===== src/hw/rtl/sgm_pkg.sv =====
// Shared types and constants of the Sobel gradient magnitude block.
`default_nettype none

package sgm_pkg;

    localparam int MAX_WIDTH  = 1024;
    localparam int MAX_HEIGHT = 4096;

    localparam int PIX_W     = 8;
    localparam int COL_W     = $clog2(MAX_WIDTH);
    localparam int ROW_W     = $clog2(MAX_HEIGHT);
    localparam int ROW_CNT_W = 13;
    localparam int COL_CNT_W = 11;

    localparam logic [ROW_CNT_W-1:0] ROW_COUNT_RESET = ROW_CNT_W'(480);
    localparam logic [COL_CNT_W-1:0] COL_COUNT_RESET = COL_CNT_W'(640);

    // job queue between front and back
    localparam int JOB_DEPTH = 4;
    localparam int JOB_PTR_W = $clog2(JOB_DEPTH);
    localparam int JOB_CNT_W = $clog2(JOB_DEPTH + 1);

    // gradient datapath
    localparam int GRAD_W     = 12;                 // signed axis sum before clamp
    localparam int AXIS_W     = 11;                 // signed axis sum after clamp
    localparam int SUM_W      = 21;                 // gx^2 + gy^2
    localparam int ROOT_W     = 9;                  // root bits kept below saturation
    localparam int RAD_W      = 2 * ROOT_W;
    localparam int REM_W      = ROOT_W + 2;
    localparam int ROOT_STEPS = ROOT_W;
    localparam int STEP_W     = $clog2(ROOT_STEPS);

    localparam logic [PIX_W-1:0]  GRAD_MAX  = PIX_W'(255);
    localparam logic signed [GRAD_W-1:0] AXIS_CLAMP = GRAD_W'(255);
    // isqrt(v)/2 reaches 255 exactly when v >= 510*510
    localparam logic [SUM_W-1:0]  SAT_LIMIT = SUM_W'(260100);

    typedef logic [PIX_W-1:0] t_pix;

    // 3x3 window, entry row*3+col, row 0 top, col 0 left
    typedef struct packed {
        t_pix [8:0]       win;
        logic [ROW_W-1:0] row;
        logic [COL_W-1:0] col;
        logic             last;
    } t_job;

    // frame geometry as seen by the front end
    typedef struct packed {
        logic [ROW_W-1:0] nr_m1;
        logic [COL_W-1:0] nc_m1;
        logic             restart;
    } t_frame_cfg;

endpackage

`default_nettype wire


===== src/hw/rtl/sgm_queue.sv =====
// Short job queue between front and back end.
`default_nettype none

module sgm_queue (
    input  wire logic          i_clk,
    input  wire logic          i_rst_n,
    input  wire logic          i_push,
    input  wire sgm_pkg::t_job i_data,
    output logic               o_full,
    input  wire logic          i_pop,
    output sgm_pkg::t_job      o_data,
    output logic               o_empty
);
    import sgm_pkg::*;

    t_job                 r_mem [JOB_DEPTH];
    logic [JOB_PTR_W-1:0] r_wr_ptr;
    logic [JOB_PTR_W-1:0] r_rd_ptr;
    logic [JOB_CNT_W-1:0] r_count;
    logic                 do_push;
    logic                 do_pop;

    assign o_full  = r_count == JOB_CNT_W'(JOB_DEPTH);
    assign o_empty = r_count == '0;
    assign do_push = i_push && !o_full;
    assign do_pop  = i_pop && !o_empty;
    assign o_data  = r_mem[r_rd_ptr];

    // depth is a power of two, pointers wrap on their own
    always_ff @(posedge i_clk) begin
        if (!i_rst_n) begin
            r_wr_ptr <= '0;
            r_rd_ptr <= '0;
            r_count  <= '0;
        end else begin
            if (do_push) begin
                r_wr_ptr <= r_wr_ptr + JOB_PTR_W'(1);
            end
            if (do_pop) begin
                r_rd_ptr <= r_rd_ptr + JOB_PTR_W'(1);
            end
            if (do_push && !do_pop) begin
                r_count <= r_count + JOB_CNT_W'(1);
            end else if (do_pop && !do_push) begin
                r_count <= r_count - JOB_CNT_W'(1);
            end
        end
    end

    always_ff @(posedge i_clk) begin
        if (do_push) begin
            r_mem[r_wr_ptr] <= i_data;
        end
    end

    a_count_bound: assert property (@(posedge i_clk) disable iff (!i_rst_n)
        r_count <= JOB_CNT_W'(JOB_DEPTH))
        else $error("job queue count overflow");

endmodule

`default_nettype wire


===== config.mk =====
export PLATFORM = sky130hd
export DESIGN_NAME = sgm_queue
export DESIGN_NICKNAME = d
export VERILOG_FILES = /design/src/hw/rtl/sgm_pkg.sv /design/src/hw/rtl/sgm_queue.sv
export SDC_FILE = /design/constraint.sdc
export NUM_CORES = 1
export LEC_CHECK = 0
export BUFFER_PORTS_ARGS = -buffer_cell sky130_fd_sc_hd__buf_2
export CORE_MARGIN = 2
export CORE_UTILIZATION = 60
export CTS_BUF_LIST = sky130_fd_sc_hd__clkbuf_8
export DETAILED_ROUTE_END_ITERATION = 7
export PLACE_DENSITY = 0.83
export SLEW_MARGIN = 20
export SYNTH_ARGS = -nofsm -noshare
export SYNTH_HDL_FRONTEND = slang
export SYNTH_SLANG_ARGS = --single-unit

===== constraint.sdc =====
create_clock -name i_clk -period 5.7 [get_ports i_clk]
set_clock_uncertainty 0.1 [all_clocks]
set_input_delay 1.14 -clock i_clk [delete_from_list [all_inputs] [get_ports i_clk]]
set_output_delay 1.14 -clock i_clk [all_outputs]
set_load 0.01 [all_outputs]

* After elaboration in Yosys (flattened, before gate mapping)
Memories as Yosys holds them, arrays and structs flattened. A register that Yosys moved wholly into a read port is not among the register bits. Index checks and enable logic that the tools add are counted.
Word-level totals: input bits 99, output and inout port bits 97, bits in writable memories 380, memory bits (read-only) 0, memories 1, latch bits 0, register bits after elaboration 7, word-level logic and storage cells 25
Cells by class: muxes and demuxes 6, eq/ne operators 1, $lt $le $gt $ge 0, bitwise operators 0, div/mod/pow operators 0, shift operators 0, reduce and logical (&&, ||, !) cells 10, add/subtract/negate cells 4, $mul 0
Memory list:
- r_mem | words 4, bits a word 95, read ports 1, clocked after Yosys merged registers in 1, write ports 1, RTL line sgm_queue.sv:16 | t_job r_mem [JOB_DEPTH];
Operator list (number):
- 3-bit 2-to-1 mux | 2
- 2-bit by 1-bit adder with 2-bit output, second input constant | 2
- 1-bit logical AND | 4
- 1-bit logical NOT | 4
- 2-bit 2-to-1 mux | 2
- 3-bit by 1-bit adder with 3-bit output, second input constant | 1
- 3-bit == test, second input constant | 1
- 3-bit logical NOT | 1
- 3-bit by 1-bit subtractor with 3-bit output, second input constant | 1
- 1-bit 2-to-1 mux | 2
- 2-bit nonzero test | 1

* Depth between registers and ports, before layout
depth in word-level cells 7, gate-level depth with buffers 9, depth with buffers taken out 8

* Worst setup path after synthesis
OpenSTA, ideal clock, no wires.
path type input to register, start in i_push, end mem r_mem[0][0] (netlist bit), enable pin, cell stages on the path 3, arrival 3727 ps, library setup time 464 ps, data required time 5136 ps, path slack 1409 ps, path buffers 1, path through nor2b_1 -> clkbuf_1 -> and2_1
On the way: longest elaborated chain between the ends 3
Ends and longest elaborated chain:
- from (decl) | RTL line sgm_queue.sv:7 | input wire logic i_push,
- 1-bit logical AND | RTL line sgm_queue.sv:25 | assign do_push = i_push && !o_full;
- via do_push | RTL line sgm_queue.sv:20 | logic do_push;
- 1-bit 2-to-1 mux | RTL line sgm_queue.sv:51 | if (do_push) begin
- 1-bit 2-to-1 mux (implied by the code) | RTL line sgm_queue.sv:52 | r_mem[r_wr_ptr] <= i_data;
- to (decl) | RTL line sgm_queue.sv:16
The timed path passes the listed nets, and every way through them passes these cells.

==> impl_metrics.yaml <==
power:
  p_leak_nw: 5.56
  irDropWorstVdd_v: 0.000352
  power.density_nw_per_um2: 434
timing:
  hold_slack_ns: 0.403
  slew_headroom_pct: 27.9
  hold_viol: 0
  min_period_ns: 3.91
  final.setup.tns_ns: 0
  setup_ws_ns: 1.79
  grt_setup_unrepaired: "false"
  finalCritPeriodShare_pct: 68.6
  fmax_mhz: 256
  worstMarginPinSlew_ns: 1.08
  final_max_slew_viol_count: 0
  setup_viol: 0
critical_path:
  crit_type: "reg -> out"
  cp.required_ns: 4.46
  slowest_stage: "dfxtp_4"
  crit_path_cell_trace: "buf_12, mux4_2, buf_2"
  critPathCaptureType: "primary output"
  crit_path_max_fanout: 64
  cp.arrival_ns: 2.67
  path_buf_inv: 2
  worstSetupStartpointType: "flop"
  cp_top_family: "flip-flops"
  critical_path.max_stage_delay_ns: 0.77
finish:
  fill_cells: 1417
  area_growth_pct: 15.9
  final_cell_mix: "edfxtp_1 (380), buf_2 (195), mux4_2 (95)"
  multi_input_area_um2: 2420
  final_common_cell: "edfxtp_1"
  num-nets-final: 888
  drive_gt1_share_pct: 45.4
  finalInstanceArea_um2: 16500
  seq_area_um2: 11600
global_route:
  track_usage_pct: 19.8
  grt_pass1_wl_mm: 36.7
  grt_max_degree: 76
  antenna_found_initial: 2
  gr-total-overflow: 0
  grt_pass1_vias: 6815
synth:
  syn_nets: 650
  yosysWarnings: 0
  syn_area_um2: 14200
  avgSynthCellArea_um2: 26.1
  ys_ff_latch: 389
  synth_cell_type_count: 23
  synth_seq_area_share_pct: 81.5
  syn-instance-count: 545
flow_run:
  maxCapViolCount: 0
die:
  rows: 56
  die_y_um: 158
  core-area_um2: 23400
  die_w_um: 158
  start_util_pct: 60.8
  die-area_um2: 25000
  io_pins: 196
min_path:
  hold_path.class: "reg -> reg"
clock_tree:
  cts_tree: "done"
  cts_hold_buffers: 0
  clkLatencyLatePin_ns: 0.56
  htree_levels: 2
  cts.sinks: 389
  cts_buffer_depth: 3
  cts_buffers: 56
  cts_resized: 0
  clk_pin_slew_ns: 0.06
  postCtsSetupBuffers: 0
  cts_root_buf: "clkbuf_8"
placed_design:
  port_buffers: 195
  dpl_worst_slack_ns: 2.04
  dp_hpwl_mm: 15.1
  dpl_cell_area_um2: 15500
  place.gp.congestion: 0.738
route:
  routed_wl_mm: 24.6
  drt_iter0_markers: 485
  dr.pass1.iters: 5
  ant_nets: 0
  top_layer: "met5"
  dr_wl_met3_mm: 1.90
  wl_met2_mm: 12.3
  vias_per_cell: 5.61
  remaining_drc_errors: 0
  wl_per_cell_um: 21.5
  drt-met1-wl_mm: 10.0
  vias: 6417
run_status:
  status: "completed"
through the flow:
stage / total power, mW / instances / util, %
after floorplan: 4.81 / 545 / -
after global placement: 5.28 / 1043 / 66.1
after detailed placement: 5.34 / 1043 / 66.1
after CTS: 7.26 / 1142 / 70.4
after global routing: 7.49 / 1143 / 70.5
final: 7.16 / 1144 / 70.5
final timing paths:
path / from / end / slack [ns] / depth (start not counted)
worst min register to register: r_wr_ptr[1]$_SDFFE_PN0P_ / r_wr_ptr[1]$_SDFFE_PN0P_ / 0.40 / 2
worst max-delay path: flop / o_data[8] / 1.79 / 3
worst min-delay path: r_wr_ptr[1]$_SDFFE_PN0P_ / r_wr_ptr[1]$_SDFFE_PN0P_ / 0.40 / 2
worst max register to register: r_count[0]$_SDFFE_PN0P_ / r_mem[0][26]$_DFFE_PP_ / 2.82 / 4
worst reg2reg max path, cell delays in order, from the launching register on:
cell     delay (ns)
dfxtp_1        0.46
nor3b_1        0.11
nor2b_1        0.45
and2_4         0.92
buf_4          0.49
kinds of logic (layout without fill, tap and decap cells):
family          after synthesis  after routing  share of synthesized area, %
compound gates                4              4                         0.202
xor+xnor                      4              4                         0.246
fa+ha+maj                     6              6                         0.581
buf+inv                      27            306                          1.55
flops                       389            389                          81.5
mux                          98             98                          15.3
other cells                   0              1                             0
simple gates                 17             17                         0.677
routing by layer:
metal  track usage (%)  vias up
met3              5.23       42
met5                 0        -
met4              5.96        2
li1                  -     2825
met1              26.9     3299
met2              32.4      249
flip-flops by register name (all words and copies together), names as in the netlist, named ones only:
name / cells
r_rd_ptr: 2
r_wr_ptr: 2
r_count: 3
r_mem: 380
cell usage after synthesis:
cell type  number  area, um^2
nor3b_1         1        7.51
dfxtp_1         9         180
or3_1           1        6.26
edfxtp_1      380       11400
clkbuf_1        6        22.5
nor2b_1         2        12.5
o311ai_0        1        8.76
nand2_1         4        15.0
xor2_1          1        8.76
nor3_1          1        5.00
inv_1           3        11.3
mux2i_1         3        30.0
and2_1          8        50.1
xnor2_1         3        26.3
fa_1            1        20.0
buf_6           1        11.3
ha_1            5        62.6
buf_2          11        55.1
buf_12          6         120
o21ai_0         1        5.00
a21boi_0        1        7.51
mux4_2         95        2140
o31ai_1         1        7.51
cell type report:
cell class | instances | share of cell area, %
sequential | 389 | 70.3
multi-input combinational | 129 | 14.7
timing repair buffer | 204 | 6.48
clock buffer | 57 | 4.76
tap | 319 | 2.42
clock inverter | 42 | 1.24
inverter | 3 | 0.0683
antenna | 1 | 0.0152
where the power goes:
| group | internal, mW | switching, mW | total (mW) |
|---|---|---|---|
| sequential | 3.48 | 0.172 | 3.65 |
| clock | 0.972 | 0.941 | 1.91 |
| combinational | 0.806 | 0.789 | 1.60 |
No activity file was read; power rests on OpenSTA's default activity.
