==> config.mk <==
export PLATFORM = sky130hd
export DESIGN_NAME = sgm_back
export DESIGN_NICKNAME = d
export VERILOG_FILES = /design/src/hw/rtl/sgm_pkg.sv /design/src/hw/rtl/sgm_back.sv
export SDC_FILE = /design/constraint.sdc
export NUM_CORES = 1
export LEC_CHECK = 0
export ABC_AREA = 1
export BUFFER_PORTS_ARGS = -buffer_cell sky130_fd_sc_hd__buf_2
export CAP_MARGIN = 20
export CORE_MARGIN = 4
export CORE_UTILIZATION = 65
export CTS_CLUSTER_SIZE = 40
export DETAILED_ROUTE_END_ITERATION = 7
export PLACE_DENSITY = 0.93
export SLEW_MARGIN = 25
export SYNTH_ARGS = -nofsm -noshare
export SYNTH_HDL_FRONTEND = slang
export SYNTH_SLANG_ARGS = --single-unit
==> constraint.sdc <==
create_clock -name i_clk -period 25.1 [get_ports i_clk]
set_clock_uncertainty 0.05 [all_clocks]
set_input_delay 5.02 -clock i_clk [delete_from_list [all_inputs] [get_ports i_clk]]
set_output_delay 5.02 -clock i_clk [all_outputs]
set_load 0.01 [all_outputs]
==> src/hw/rtl/sgm_pkg.sv <==
// Shared types and constants of the Sobel gradient magnitude block.
`default_nettype none

package sgm_pkg;

    localparam int MAX_WIDTH  = 1024;
    localparam int MAX_HEIGHT = 4096;

    localparam int PIX_W     = 8;
    localparam int COL_W     = $clog2(MAX_WIDTH);
    localparam int ROW_W     = $clog2(MAX_HEIGHT);
    localparam int ROW_CNT_W = 13;
    localparam int COL_CNT_W = 11;

    localparam logic [ROW_CNT_W-1:0] ROW_COUNT_RESET = ROW_CNT_W'(480);
    localparam logic [COL_CNT_W-1:0] COL_COUNT_RESET = COL_CNT_W'(640);

    // job queue between front and back
    localparam int JOB_DEPTH = 4;
    localparam int JOB_PTR_W = $clog2(JOB_DEPTH);
    localparam int JOB_CNT_W = $clog2(JOB_DEPTH + 1);

    // gradient datapath
    localparam int GRAD_W     = 12;                 // signed axis sum before clamp
    localparam int AXIS_W     = 11;                 // signed axis sum after clamp
    localparam int SUM_W      = 21;                 // gx^2 + gy^2
    localparam int ROOT_W     = 9;                  // root bits kept below saturation
    localparam int RAD_W      = 2 * ROOT_W;
    localparam int REM_W      = ROOT_W + 2;
    localparam int ROOT_STEPS = ROOT_W;
    localparam int STEP_W     = $clog2(ROOT_STEPS);

    localparam logic [PIX_W-1:0]  GRAD_MAX  = PIX_W'(255);
    localparam logic signed [GRAD_W-1:0] AXIS_CLAMP = GRAD_W'(255);
    // isqrt(v)/2 reaches 255 exactly when v >= 510*510
    localparam logic [SUM_W-1:0]  SAT_LIMIT = SUM_W'(260100);

    typedef logic [PIX_W-1:0] t_pix;

    // 3x3 window, entry row*3+col, row 0 top, col 0 left
    typedef struct packed {
        t_pix [8:0]       win;
        logic [ROW_W-1:0] row;
        logic [COL_W-1:0] col;
        logic             last;
    } t_job;

    // frame geometry as seen by the front end
    typedef struct packed {
        logic [ROW_W-1:0] nr_m1;
        logic [COL_W-1:0] nc_m1;
        logic             restart;
    } t_frame_cfg;

endpackage

`default_nettype wire

==> src/hw/rtl/sgm_back.sv <==
// Back end: Sobel sums, squared magnitude, bit-serial root and result register.
`default_nettype none

module sgm_back (
    input  wire logic                       i_clk,
    input  wire logic                       i_rst_n,
    input  wire sgm_pkg::t_job              i_job,
    input  wire logic                       i_job_empty,
    output logic                            o_job_pop,
    output logic                            o_empty,
    input  wire logic                       i_pop,
    output logic [sgm_pkg::PIX_W-1:0]       o_gradient,
    output logic [sgm_pkg::ROW_W-1:0]       o_out_row,
    output logic [sgm_pkg::COL_W-1:0]       o_out_col,
    output logic                            o_last
);
    import sgm_pkg::*;

    typedef enum logic [2:0] {
        S_IDLE,
        S_GRAD,
        S_SQR,
        S_ROOT,
        S_DONE
    } t_state;

    t_state                    r_state;
    t_pix [8:0]                r_win;
    logic [ROW_W-1:0]          r_row;
    logic [COL_W-1:0]          r_col;
    logic                      r_last;
    logic signed [AXIS_W-1:0]  r_gx;
    logic signed [AXIS_W-1:0]  r_gy;
    logic                      r_sat;
    logic [RAD_W-1:0]          r_rad;
    logic [REM_W-1:0]          r_rem;
    logic [ROOT_W-1:0]         r_root;
    logic [STEP_W-1:0]         r_step;
    logic                      r_out_valid;
    logic [PIX_W-1:0]          r_out_grad;
    logic [ROW_W-1:0]          r_out_row;
    logic [COL_W-1:0]          r_out_col;
    logic                      r_out_last;

    logic signed [GRAD_W-1:0]  p [9];
    logic signed [GRAD_W-1:0]  gx_full;
    logic signed [GRAD_W-1:0]  gy_full;
    logic signed [GRAD_W-1:0]  gx_clamp;
    logic signed [GRAD_W-1:0]  gy_clamp;
    logic signed [2*AXIS_W-1:0] sq_x;
    logic signed [2*AXIS_W-1:0] sq_y;
    logic [SUM_W-1:0]          sum_sq;
    logic [REM_W+1:0]          rem_sh;
    logic [REM_W+1:0]          trial;
    logic [REM_W+1:0]          rem_diff;
    logic                      ge;
    logic                      out_free;

    always_comb begin
        for (int k = 0; k < 9; k++) begin
            p[k] = signed'({{(GRAD_W-PIX_W){1'b0}}, r_win[k]});
        end
        // right column minus left, bottom row minus top, weights 1 2 1
        gx_full = (p[2] - p[0]) + ((p[5] - p[3]) <<< 1) + (p[8] - p[6]);
        gy_full = (p[6] + (p[7] <<< 1) + p[8]) - (p[0] + (p[1] <<< 1) + p[2]);
        gx_clamp = (gx_full > AXIS_CLAMP) ? AXIS_CLAMP : gx_full;
        gy_clamp = (gy_full > AXIS_CLAMP) ? AXIS_CLAMP : gy_full;

        sq_x   = r_gx * r_gx;
        sq_y   = r_gy * r_gy;
        sum_sq = sq_x[SUM_W-1:0] + sq_y[SUM_W-1:0];

        // one root bit per step
        rem_sh   = {r_rem, r_rad[RAD_W-1 -: 2]};
        trial    = {{(REM_W-ROOT_W){1'b0}}, r_root, 2'b01};
        ge       = rem_sh >= trial;
        rem_diff = rem_sh - trial;

        out_free  = !r_out_valid || i_pop;
        o_job_pop = (r_state == S_IDLE) && !i_job_empty;
    end

    always_ff @(posedge i_clk) begin
        if (!i_rst_n) begin
            r_state     <= S_IDLE;
            r_out_valid <= 1'b0;
        end else begin
            if (i_pop) begin
                r_out_valid <= 1'b0;
            end
            unique case (r_state)
                S_IDLE: begin
                    if (!i_job_empty) begin
                        r_win   <= i_job.win;
                        r_row   <= i_job.row;
                        r_col   <= i_job.col;
                        r_last  <= i_job.last;
                        r_state <= S_GRAD;
                    end
                end
                S_GRAD: begin
                    r_gx    <= gx_clamp[AXIS_W-1:0];
                    r_gy    <= gy_clamp[AXIS_W-1:0];
                    r_state <= S_SQR;
                end
                S_SQR: begin
                    r_sat   <= sum_sq >= SAT_LIMIT;
                    r_rad   <= sum_sq[RAD_W-1:0];
                    r_rem   <= '0;
                    r_root  <= '0;
                    r_step  <= STEP_W'(ROOT_STEPS - 1);
                    r_state <= S_ROOT;
                end
                S_ROOT: begin
                    r_rem  <= ge ? rem_diff[REM_W-1:0] : rem_sh[REM_W-1:0];
                    r_root <= {r_root[ROOT_W-2:0], ge};
                    r_rad  <= {r_rad[RAD_W-3:0], 2'b00};
                    if (r_step == '0) begin
                        r_state <= S_DONE;
                    end else begin
                        r_step <= r_step - STEP_W'(1);
                    end
                end
                S_DONE: begin
                    if (out_free) begin
                        r_out_valid <= 1'b1;
                        r_out_grad  <= r_sat ? GRAD_MAX : r_root[ROOT_W-1:1];
                        r_out_row   <= r_row;
                        r_out_col   <= r_col;
                        r_out_last  <= r_last;
                        r_state     <= S_IDLE;
                    end
                end
                default: begin
                    r_state <= S_IDLE;
                end
            endcase
        end
    end

    assign o_empty    = !r_out_valid;
    assign o_gradient = r_out_grad;
    assign o_out_row  = r_out_row;
    assign o_out_col  = r_out_col;
    assign o_last     = r_out_last;

    a_step_bound: assert property (@(posedge i_clk) disable iff (!i_rst_n)
        (r_state == S_ROOT) |-> (r_step <= STEP_W'(ROOT_STEPS - 1)))
        else $error("root step counter out of range");

    a_rem_bound: assert property (@(posedge i_clk) disable iff (!i_rst_n)
        (r_state == S_ROOT) |-> ({1'b0, r_rem} <= {2'b00, r_root, 1'b0}))
        else $error("root remainder exceeds twice the partial root");

    a_out_from_done: assert property (@(posedge i_clk) disable iff (!i_rst_n)
        $rose(r_out_valid) |-> ($past(r_state) == S_DONE))
        else $error("result register loaded outside the hand-off state");

endmodule

`default_nettype wire

# Word-level counts from Yosys, hierarchy flattened
# Index checks and enable logic that the tools add are counted.
# word_totals
reg_bits,187
memories,0
rom_bits,0
ram_bits,0
latchBits,0
# op_classes
bitwise,1
shift,0
reduce_logical,14
add_sub_neg,13
n_eq_ne,8
multipliers,2
magnitude_cmp,4
div,0
muxes,13
# op_table
op,n
$mul A11 B11 Y21,2
$pmux W18 S2,1
$sub A8 B8 Y9,3
$gt A12 B9 Y1 const B,2
$add A10 B8 Y11,2
$pmux W11 S2,1
$add A21 B21 Y21,1
$ge A21 B18 Y1 const B,1
$add A8 B9 Y10,2
$pmux W9 S2,1
$pmux W3 S5,1
$ge A13 B11 Y1,1
$add A11 B9 Y12,1
$reduce_and A3 Y1,4
$sub A11 B11 Y12,1
$add A9 B10 Y11,1
$mux W11,1
$sub A11 B11 Y11,1
$mux W3,3
$ne A2 B2 Y1 const B,4
$pmux W4 S2,1
$eq A3 B2 Y1 const B,2
$reduce_and A2 Y1,3
$logic_not A4 Y1,1
11 further kinds,14

# Logic depth before layout (Yosys ltp)
# depth
ltp_word,4
ltp_mapped,30
mapped_depth_nobuf,29

# Worst setup path before layout
# OpenSTA, ideal clock, no wires.
# synth_timing
path_type,input to register
startpoint,input i_rst_n
endpoint,register r_win (netlist bit p[0]) (enable)
n_path_buf,0
stages,2
arrival_ns,11.175
setup_ns,0.640
path_slack_ns,13.235
required_ns,24.410
cell_sequence,clkinv_1 > nor3_1
# synth_via
elab_chain_len,1
# synth_lines
element,line,text
from (decl),sgm_back.sv:6,"input wire logic i_rst_n,"
$reduce_and A3 Y1 (no line),-,
to (signal assigned),sgm_back.sv:94,r_win <= i_job.win;
to (decl),sgm_back.sv:28,t_pix [8:0] r_win;
# Every way passes these cells.
# A chain may end at the register's enable or synchronous reset.

# Worst setup path after layout
# layout_timing
startpoint,input i_job_empty
endpoint,output o_job_pop
# layout_via
elab_chain_len,2
# layout_lines
element,line,text
from (decl),sgm_back.sv:8,"input wire logic i_job_empty,"
$logic_not A1 Y1,-,
$logic_and A1 B1 Y1,sgm_back.sv:80,o_job_pop = (r_state == S_IDLE) && !i_job_empty;
to (decl),sgm_back.sv:9,"output logic o_job_pop,"
# Every way passes these cells.

==> impl_metrics.json <==
{
  "core_area_sq_um": 27300,
  "holdBufCountCts": 0,
  "multi_input_area_sq_um": 10500,
  "pin_count": 132,
  "io_buffers": 123,
  "worst_setup_path_endpoint": "o_job_pop",
  "syn-instance-count": 1836,
  "slew_viol_final": 0,
  "ff_latch_area_sq_um": 5580,
  "nNetsFinal": 2463,
  "placed_cells": 2304,
  "drc": 0,
  "grtUsageMet2_pct": 50.5,
  "met3_usage_pct": 4.57,
  "clk_pin_slew_ps": 70,
  "grt_max_degree": 88,
  "cp-end-kind": "output port",
  "finalWorstSetupSlack_ps": 14570,
  "hold_depth": 0,
  "dr.first_iter.drc_count": 1082,
  "synth_top_cell_by_area": "edfxtp_1",
  "via_per_inst": 5.56,
  "met1_usage_pct": 31.7,
  "grt_overflow": 0,
  "yosysMostFrequentCell": "inv_1",
  "r2r_start": "r_gy[10]",
  "cts-htree-levels": 4,
  "cts_buffers": 17,
  "routedWlPerCell_um": 17.8,
  "clock_sinks": 187,
  "die_x_um": 175,
  "netlist_area_sq_um": 18200,
  "synth_nets": 2347,
  "grt_setup_unrepaired": "false",
  "synth_top_area_share_pct": 30.3,
  "relSlewSlack_pct": 48.5,
  "fillers": 1639,
  "grt_pass1_wl_um": 67700,
  "avgSynthCellArea_sq_um": 9.89,
  "ys_seq_area_share_pct": 30.7,
  "synth_ff_type": "edfxtp_1",
  "clkLatencyLatePin_ps": 460,
  "final_cells": 2338,
  "die_area_sq_um": 30700,
  "cts_root_buf": "clkbuf_16",
  "tightest_slew_ps": 772,
  "setup.worst_path.start": "i_job_empty",
  "ys_async_sr_fraction_pct": 0,
  "criticalPathCategory": "in -> out",
  "holdCritPathClass": "reg -> reg",
  "postCtsSetupBuffers": 0,
  "busiest_layer": "met2",
  "num_vias": 13000,
  "reg2reg_slack_ps": 17770,
  "r2r-end": "r_sat",
  "fmax_ghz": 0.0950,
  "status": "finished clean",
  "drt_wl_total_um": 41700,
  "arrival_ps": 5460,
  "drive_above_1_share_pct": 9.06,
  "antenna_found_initial": 1,
  "worstPathMaxFanout": 3,
  "place_congestion": 0.922,
  "areaGrowthSynthToFinish_pct": 9.08,
  "hold_violations": 0,
  "crit_required_ps": 20030,
  "clockBufferDepth": 2,
  "period_share_pct": 41.9,
  "setup_violations": 0,
  "post-place-ws_ps": 14640,
  "die_h_um": 175,
  "yosysWarnings": 0,
  "grt_pass1_vias": 14100,
  "synth_edf_count": 183,
  "r2r_cells": 23,
  "postRouteAntennaNets": 0,
  "worstSetupStartpointType": "primary input",
  "start_util_pct": 66.7,
  "std_cell_rows": 60,
  "tns_ps": 0,
  "drt_pre_antenna_iters": 6,
  "fin_crit_ps": 10530,
  "cts_resized": 0,
  "dp_hpwl_um": 31700,
  "grt_usage_pct": 27.8,
  "synth_area_leaders": "edfxtp_1 (30%), fa_1 (30%), inv_1 (11%)",
  "cap_violations": 0,
  "ys_ff_latch": 187,
  "whs_ps": 372,
  "cts_tree": "built",
  "synthTopCellsByCount": "inv_1 (534), nand2_1 (301), fa_1 (269), edfxtp_1 (183), ha_1 (143)",
  "synth_cell_types": 39
}
-- critical path, cell delays in order --
cell	delay, ps
buf_2	130
nor2_1	140
buf_2	170
-- through the flow --
step,instance area (sq um),utilization (%)
final,19800,72.7
after global routing,19800,72.7
after CTS,19800,72.6
after detailed placement,19200,70.3
after global placement,19200,70.3
after floorplan,18200,-
-- logic make-up (layout without fill, tap and decap cells) --
family	count (synthesis)	after routing	share of synthesized area [%]
adders and majority gates	412	412	39.5
buffers and inverters	565	694	11.8
AOI/OAI and AO/OA	133	133	4.19
other	0	1	0
DFF	187	187	30.7
and+or+nand+nor	474	474	10.7
xor gates and xnor gates	65	65	3.13
-- final cells by class --
class / instances / share of cell area [%]
antenna: 1 / 0.0126
clock buffer: 19 / 2.18
multi-input combinational: 1084 / 52.9
sequential: 187 / 28.1
tap: 372 / 2.35
inverter: 535 / 10.1
clock inverter: 13 / 0.903
timing repair buffer: 127 / 3.38
-- layer usage --
metal | routed length, um | part of all wire [%] | up-vias
met5 | 0 | 0 | -
met4 | 2310 | 5.5 | 0
met3 | 2910 | 7.0 | 200
met2 | 22300 | 53 | 704
met1 | 14200 | 34 | 6316
li1 | - | - | 5776
-- registers in the layout, indices dropped and copies added, names as in the netlist, 3 cells and up --
| signal | flops |
|---|---|
| r_rad | 18 |
| r_gy | 11 |
| o_gradient | 8 |
| r_state | 3 |
| r_step | 4 |
| o_out_col | 10 |
| r_col | 10 |
| o_out_row | 12 |
| r_root | 9 |
| p | 64 |
| r_row | 12 |
| r_gx | 11 |
| r_rem | 11 |
-- placed cells by master (no fill, tap or decap), types with 7 or more instances in the layout --
cell       count
xor2_1        38
nand3b_1       7
clkbuf_16     17
o21ai_1        9
ha_1         143
nand3_1       41
edfxtp_1     183
fa_1         269
o21ai_0       27
xnor2_1       27
nand4_1       12
nand2_1      301
buf_2        123
inv_1        534
nor2_1        91
a21oi_1       66
-- worst min path at each step --
stage	start	end	slack [ps]
after floorplan	r_last	o_last	350
after global placement	r_row[0]	o_out_row[0]	350
after detailed placement	r_row[11]	o_out_row[11]	350
after CTS	r_row[0]	o_out_row[0]	370
after global routing	r_col[9]	o_out_col[9]	380
final	r_row[0]	o_out_row[0]	370
Power is left out: the tool's default activity adds up to more than one toggle a clock period on the data nets, which glitch-free logic cannot reach.
